**config.mk**
```make
export PLATFORM = sky130hd
export DESIGN_NAME = ffh_div
export DESIGN_NICKNAME = d
export VERILOG_FILES = /design/src/rtl/fault_formation_heightmap_defines.svh /design/src/rtl/ffh_pkg.sv /design/src/rtl/ffh_div.sv
export SDC_FILE = /design/constraint.sdc
export NUM_CORES = 2
export LEC_CHECK = 0
export BUFFER_PORTS_ARGS = -buffer_cell sky130_fd_sc_hd__buf_4
export CAP_MARGIN = 20
export CORE_ASPECT_RATIO = 2
export CORE_MARGIN = 3
export CORE_UTILIZATION = 35
export CTS_BUF_LIST = sky130_fd_sc_hd__clkbuf_16
export DETAILED_ROUTE_END_ITERATION = 7
export GPL_ROUTABILITY_DRIVEN = 0
export PLACE_DENSITY = 0.5
export SKIP_LAST_GASP = 1
export SLEW_MARGIN = 5
export SYNTH_ARGS = -nofsm -noshare
export SYNTH_HDL_FRONTEND = slang
export SYNTH_SLANG_ARGS = --single-unit
```
**constraint.sdc**
```tcl
create_clock -name clk -period 7.3 [get_ports clk]
set_input_delay 0 -clock clk [delete_from_list [all_inputs] [get_ports clk]]
set_output_delay 0 -clock clk [all_outputs]
set_load 0.05 [all_outputs]
```
**src/rtl/fault_formation_heightmap_defines.svh**
```systemverilog
// assertion macros for the fault formation heightmap
// used by the rtl files that carry concurrent checks
`ifndef FAULT_FORMATION_HEIGHTMAP_DEFINES_SVH
`define FAULT_FORMATION_HEIGHTMAP_DEFINES_SVH
`ifndef SYNTHESIS
`define FFH_ASSERT(label, prop) \
  label: assert property (@(posedge clk) disable iff (rst) prop) \
    else $error("ffh check failed");
`define FFH_ASSERT_RST(label, prop) \
  label: assert property (@(posedge clk) prop) \
    else $error("ffh reset check failed");
`else
`define FFH_ASSERT(label, prop)
`define FFH_ASSERT_RST(label, prop)
`endif
`endif

```
**src/rtl/ffh_pkg.sv**
```systemverilog
// shared types and constants for the fault formation heightmap
// no dependencies
package ffh_pkg;
  localparam int GridBits = 8;
  localparam int AddrBits = 2 * GridBits;
  localparam int KOne     = 65536;

  typedef enum logic [1:0] {
    CMD_FAULT  = 2'd0,
    CMD_SMOOTH = 2'd1,
    CMD_READ   = 2'd2,
    CMD_NOP    = 2'd3
  } cmd_e;

  typedef enum logic [1:0] {
    REG_MIN   = 2'd0,
    REG_MAX   = 2'd1,
    REG_COUNT = 2'd2,
    REG_COEF  = 2'd3
  } reg_e;

  typedef enum logic [3:0] {
    S_CLEAR, S_IDLE, S_DIV, S_FRD, S_FWR, S_SRD, S_SWR, S_RRD, S_RWT, S_OUT
  } state_e;

  typedef struct packed {
    logic [1:0]  cmd;
    logic [7:0]  point_a_x;
    logic [7:0]  point_a_z;
    logic [7:0]  point_b_x;
    logic [7:0]  point_b_z;
    logic [15:0] fault_index;
  } in_item_t;

  typedef struct packed {
    logic [1:0]         done_cmd;
    logic signed [31:0] cell_height;
  } out_item_t;

  typedef struct packed {
    logic                we;
    logic [AddrBits-1:0] addr;
    logic [31:0]         wdata;
  } map_req_t;
endpackage

```
**src/rtl/ffh_div.sv**
```systemverilog
// fault height unit: one multiply, then restoring division one bit a cycle
// depends on ffh_pkg
module ffh_div import ffh_pkg::*; (
  input  logic               clk,
  input  logic               rst,
  input  logic               start,
  input  logic signed [31:0] max_h,
  input  logic signed [31:0] min_h,
  input  logic [15:0]        idx,
  input  logic [15:0]        count,
  output logic               done,
  output logic signed [31:0] height
);
  logic               busy;
  logic               mul_phase;
  logic [5:0]         step;
  logic signed [31:0] mx;
  logic signed [32:0] dl;
  logic [15:0]        idx_r;
  logic [15:0]        cnt;
  logic               neg;
  logic [48:0]        num;
  logic [15:0]        rem;
  logic signed [49:0] prod;
  logic [16:0]        trial;
  logic [48:0]        sq;

  assign prod  = $signed({1'b0, idx_r}) * dl;
  assign trial = {rem, num[48]};

  always_ff @(posedge clk) begin
    if (rst) begin
      busy      <= 1'b0;
      mul_phase <= 1'b0;
      done      <= 1'b0;
    end else begin
      done <= 1'b0;
      if (start) begin
        busy      <= 1'b1;
        mul_phase <= 1'b1;
      end else if (busy && mul_phase) begin
        mul_phase <= 1'b0;
      end else if (busy && step == 6'd1) begin
        busy <= 1'b0;
        done <= 1'b1;
      end
    end
  end

  always_ff @(posedge clk) begin
    if (start) begin
      mx    <= max_h;
      dl    <= 33'(max_h) - 33'(min_h);
      idx_r <= idx;
      cnt   <= count;
    end else if (busy && mul_phase) begin
      neg  <= prod[49];
      num  <= prod[49] ? 49'(-prod) : prod[48:0];
      rem  <= '0;
      step <= 6'd49;
    end else if (busy) begin
      step <= step - 6'd1;
      if (trial >= {1'b0, cnt}) begin
        rem <= 16'(trial - {1'b0, cnt});
        num <= {num[47:0], 1'b1};
      end else begin
        rem <= trial[15:0];
        num <= {num[47:0], 1'b0};
      end
    end
  end

  // quotient truncates toward zero, sign restored here
  assign sq     = neg ? 49'(-num) : num;
  assign height = (cnt == 16'd0) ? mx : mx - $signed(sq[31:0]);
endmodule

```
==> run_results.csv <==
group,metric,value,unit
synthesis,yosys.area_share.simple,0.1643,
worst_hold_path,min-delay-start,"min_h[2]",
clock_tree,cts_made_buffers,17,
grt,antenna_found_initial,0,
route,wire_per_inst,19.04,µm
place,hpwlAfterDp,80.96,mm
synthesis,async_reset_ff_frac,0,
synthesis,synth.top_cell.area_share,0.3295,
setup_path,crit_type,"register to register",
route,drt-pass1-iter-count,5,
synthesis,postSynthAreaPerCell,8.967,µm²
timing,worst_slew_pin_slew,0.8605,ns
grt,grt_first_pass_wirelength,152.6,mm
finish,regArea,5135,µm²
place,post-place-ws,-0.5476,ns
status,status,"finished, violations left",
grt,grt.total_usage,0.2172,
clock_tree,cts_tree,"yes",
synthesis,syn_inst,3428,
grt,grt_max_degree,93,
grt,gr-total-overflow,0,
finish,fin_nets,4755,
timing,layout_setup_ws,-0.03701,ns
timing,finalSetupTns,-0.06831,ns
timing,setup_viol,2,
setup_path,worst-endpoint-required,7.54,ns
synthesis,synth_area,30740,µm²
route,drc,0,
setup_path,r2r_slack,-0.04,ns
synthesis,ys.flop_type,"edfxtp_1",
route,routed_wl,97.53,mm
finish,multi_input_area,23820,µm²
grt,grt_use_met1,0.2172,
finish,insertedDiodeCount,0,
setup_path,cp_common_cell,"fa_1",
setup_path,startpoint_type,"register",
flow_run,cap_violations,0,
setup_path,r2r_start,"idx_r[5]",
timing,fmax,136.3,MHz
route,via_per_inst,4.879,
timing,max-slew-margin-rel,0.4190,
grt,grt_use_met2,0.4369,
setup_path,endpoint_kind,"register",
die,die_x,215.6,µm
die,pin_count,132,
worst_hold_path,worstHoldPathCells,4,
place,io_buffers,131,
synthesis,synth_edf_count,169,
setup_path,path_max_fanout,5,
timing,final.min_clock_period,7.337,ns
synthesis,synth_mux_area_frac,0.0009769,
timing,hold_violations,0,
finish,n_fill_cell,8562,
grt,met3_usage,0.01878,
clock_tree,clockRootBuffer,"clkbuf_16",
timing,rsz0062_at_grt,"true",
route,num_vias,24990,
synthesis,synth_top_family_by_area,"adder cells",
clock_tree,path_clk_slew,0.09,ns
timing,slew_violations,0,
timing,worst_clock_skew,0.02735,ns
die,dieHeight,425.1,µm
synthesis,ys_seq_area_frac,0.1670,
finish,final_cell_area,39230,µm²
die,die_area,91630,µm²
die,start_util,0.3529,
setup_path,r2r_cells,28,
clock_tree,cts.sinks,172,
grt,busiest_layer,"met2",
worst_hold_path,hold_class,"input port to register",
synthesis,yosys.area_share.adder,0.4118,
timing,period_share,1.005,
route,drtAntennaViolNets,0,
synthesis,synth_nets,4235,
die,core-area,87100,µm²
finish,drive_above_1_share,0.2148,
clock_tree,clockBufferDepth,2,
status,violations,"negative setup slack",
finish,syn2layout_area_growth,27.63,%
die,row_count,153,
synthesis,synth_area_leaders,"fa_1, edfxtp_1, inv_1, ha_1, nand2_1",
worst_hold_path,holdPathEnd,"dl[2]",
setup_path,slowest_delay,0.60,ns
clock_tree,htreeDepth,4,
setup_path,critPathArrivalTime,7.58,ns
clock_tree,clk_latency,0.52,ns
synthesis,synth.distinct_cells,67,
place,placed_area,36060,µm²
synthesis,yosys_register_bits,172,
grt,grt_pass1_vias,27910,
setup_path,slowest_stage,"fa_1",
synthesis,synth-compound-area-share,0.1029,
synthesis,yosys.area.top_type,"fa_1",
synthesis,yosys_warnings,0,
route,drt_iter0_markers,970,
setup_path,reg2reg_to,"num[46]",
synthesis,synth_xor_area_frac,0.05271,
-- routing by layer --
metal / up-vias / wire (µm)
li1: 11820 / -
met1: 12470 / 33900
met2: 481 / 55140
met3: 225 / 2306
met4: 0 / 6185
met5: - / 0
-- sequential cells by signal, indices dropped and copies added, names as in the netlist --
register and count:
neg 1, mx 32, dl 33, busy 1, step 6, rem 16, done 1, mul_phase 1
idx_r 16, num 49, cnt 16
-- synthesized netlist by cell type, drive strengths merged (10+ instances only) --
master and instances:
a211o 10, a211oi 23, a21o 45, a21oi 130, a31oi 20, and2 251
and3 20, clkbuf 127, edfxtp 169, fa 506, ha 202, inv 692
nand2 470, nand2b 17, nand3 36, nand4 14, nor2 103, nor2b 21
nor3 34, nor4 14, o21a 27, o21ai 146, o21bai 21, o31ai 17
or3 17, xnor2 107, xor2 78
-- final cells by class --
cell class	count	share of cell area
clock buffers	17	0.01084
repair buffers	631	0.1436
flip-flops and latches	172	0.1309
inverters	692	0.06621
well taps	1162	0.03706
multi-input cells	2434	0.6071
clock inverters	15	0.004369
-- cell families (layout without fill, tap and decap cells) --
kind of cell / Yosys count / after routing
DFF: 172 / 172
xor gates and xnor gates: 185 / 185
AOI/OAI and AO/OA: 502 / 502
adders and majority gates: 708 / 708
muxes: 3 / 3
buffers and inverters: 822 / 1355
and+or+nand+nor: 1036 / 1036
-- worst max-delay path by stage --
stage | start | endpoint | slack, ns | depth (start not counted)
2_1_floorplan | dl[13] | num[39] | -0.05 | 26
3_3_place_gp | idx_r[7] | num[43] | -0.46 | 27
3_5_place_dp | idx_r[5] | num[43] | -0.55 | 28
4_1_cts | idx_r[5] | num[46] | -0.02 | 30
5_1_grt | idx_r[5] | num[48] | -0.29 | 30
6_report | idx_r[5] | num[46] | -0.04 | 28
-- per-stage QoR --
| step | hold WS [ns] | instances | utilization |
|---|---|---|---|
| final | 0.04779 | 5123 | 0.4504 |
| after floorplan | 0.07238 | 3428 | - |
| after global placement | 0.1778 | 4967 | 0.4140 |
| after CTS | 0.01241 | 5101 | 0.4408 |
| after global routing | 0.06038 | 5123 | 0.4504 |
| after detailed placement | 0.1795 | 4967 | 0.4140 |
-- repair_timing --
item	4_1_cts	5_1_grt
endpoints found under the hold margin	76	0
hold buffers	67	0
pin swaps	102	71
buffers inserted	34	20
gates resized for setup	177	156
setup endpoints to repair	48	48
gates cloned	2	4
-- placed cells by master (no fill, tap or decap), types with 10 or more instances in the layout --
| cell type | synthesis | final |
|---|---|---|
| or3_1 | 16 | 16 |
| nor2_1 | 103 | 96 |
| buf_12 | 0 | 40 |
| nand2_1 | 470 | 456 |
| and2_4 | 0 | 11 |
| edfxtp_1 | 169 | 169 |
| nand2b_1 | 17 | 16 |
| o21a_1 | 27 | 25 |
| xor2_1 | 78 | 76 |
| o31ai_1 | 17 | 15 |
| inv_2 | 0 | 24 |
| nor3_1 | 34 | 30 |
| o21ai_2 | 0 | 12 |
| and2_1 | 251 | 240 |
| fa_2 | 0 | 29 |
| nand3_1 | 36 | 32 |
| o21ai_0 | 145 | 119 |
| nand4_1 | 14 | 14 |
| buf_4 | 0 | 485 |
| clkbuf_16 | 0 | 20 |
| a21o_1 | 45 | 45 |
| dlygate4sd3_1 | 0 | 67 |
| a211oi_1 | 23 | 12 |
| nor2b_1 | 21 | 15 |
| nand2_2 | 0 | 13 |
| ha_1 | 202 | 175 |
| o21ai_1 | 1 | 13 |
| o21bai_1 | 21 | 18 |
| fa_1 | 506 | 477 |
| inv_1 | 692 | 668 |
| buf_6 | 0 | 32 |
| xnor2_1 | 107 | 101 |
| a21oi_2 | 0 | 22 |
| a21oi_1 | 130 | 100 |
| and3_1 | 20 | 18 |
| a31oi_1 | 20 | 13 |
| a211o_1 | 10 | 10 |
| ha_4 | 0 | 23 |
-- worst max-delay path, delay by kind of cell (launching register included) --
family                   cells  cell delay (ns)
AO/OA/AOI/OAI                3             0.36
XOR/XNOR                     2             0.29
adder cells (fa/ha/maj)      7             3.45
buffers and inverters        8             0.85
flip-flops                   1             0.41
AND/OR/NAND/NOR              8             1.69
Power is not shown: default switching activity piles up to over one toggle a cycle in this logic, so the estimate is an artifact.
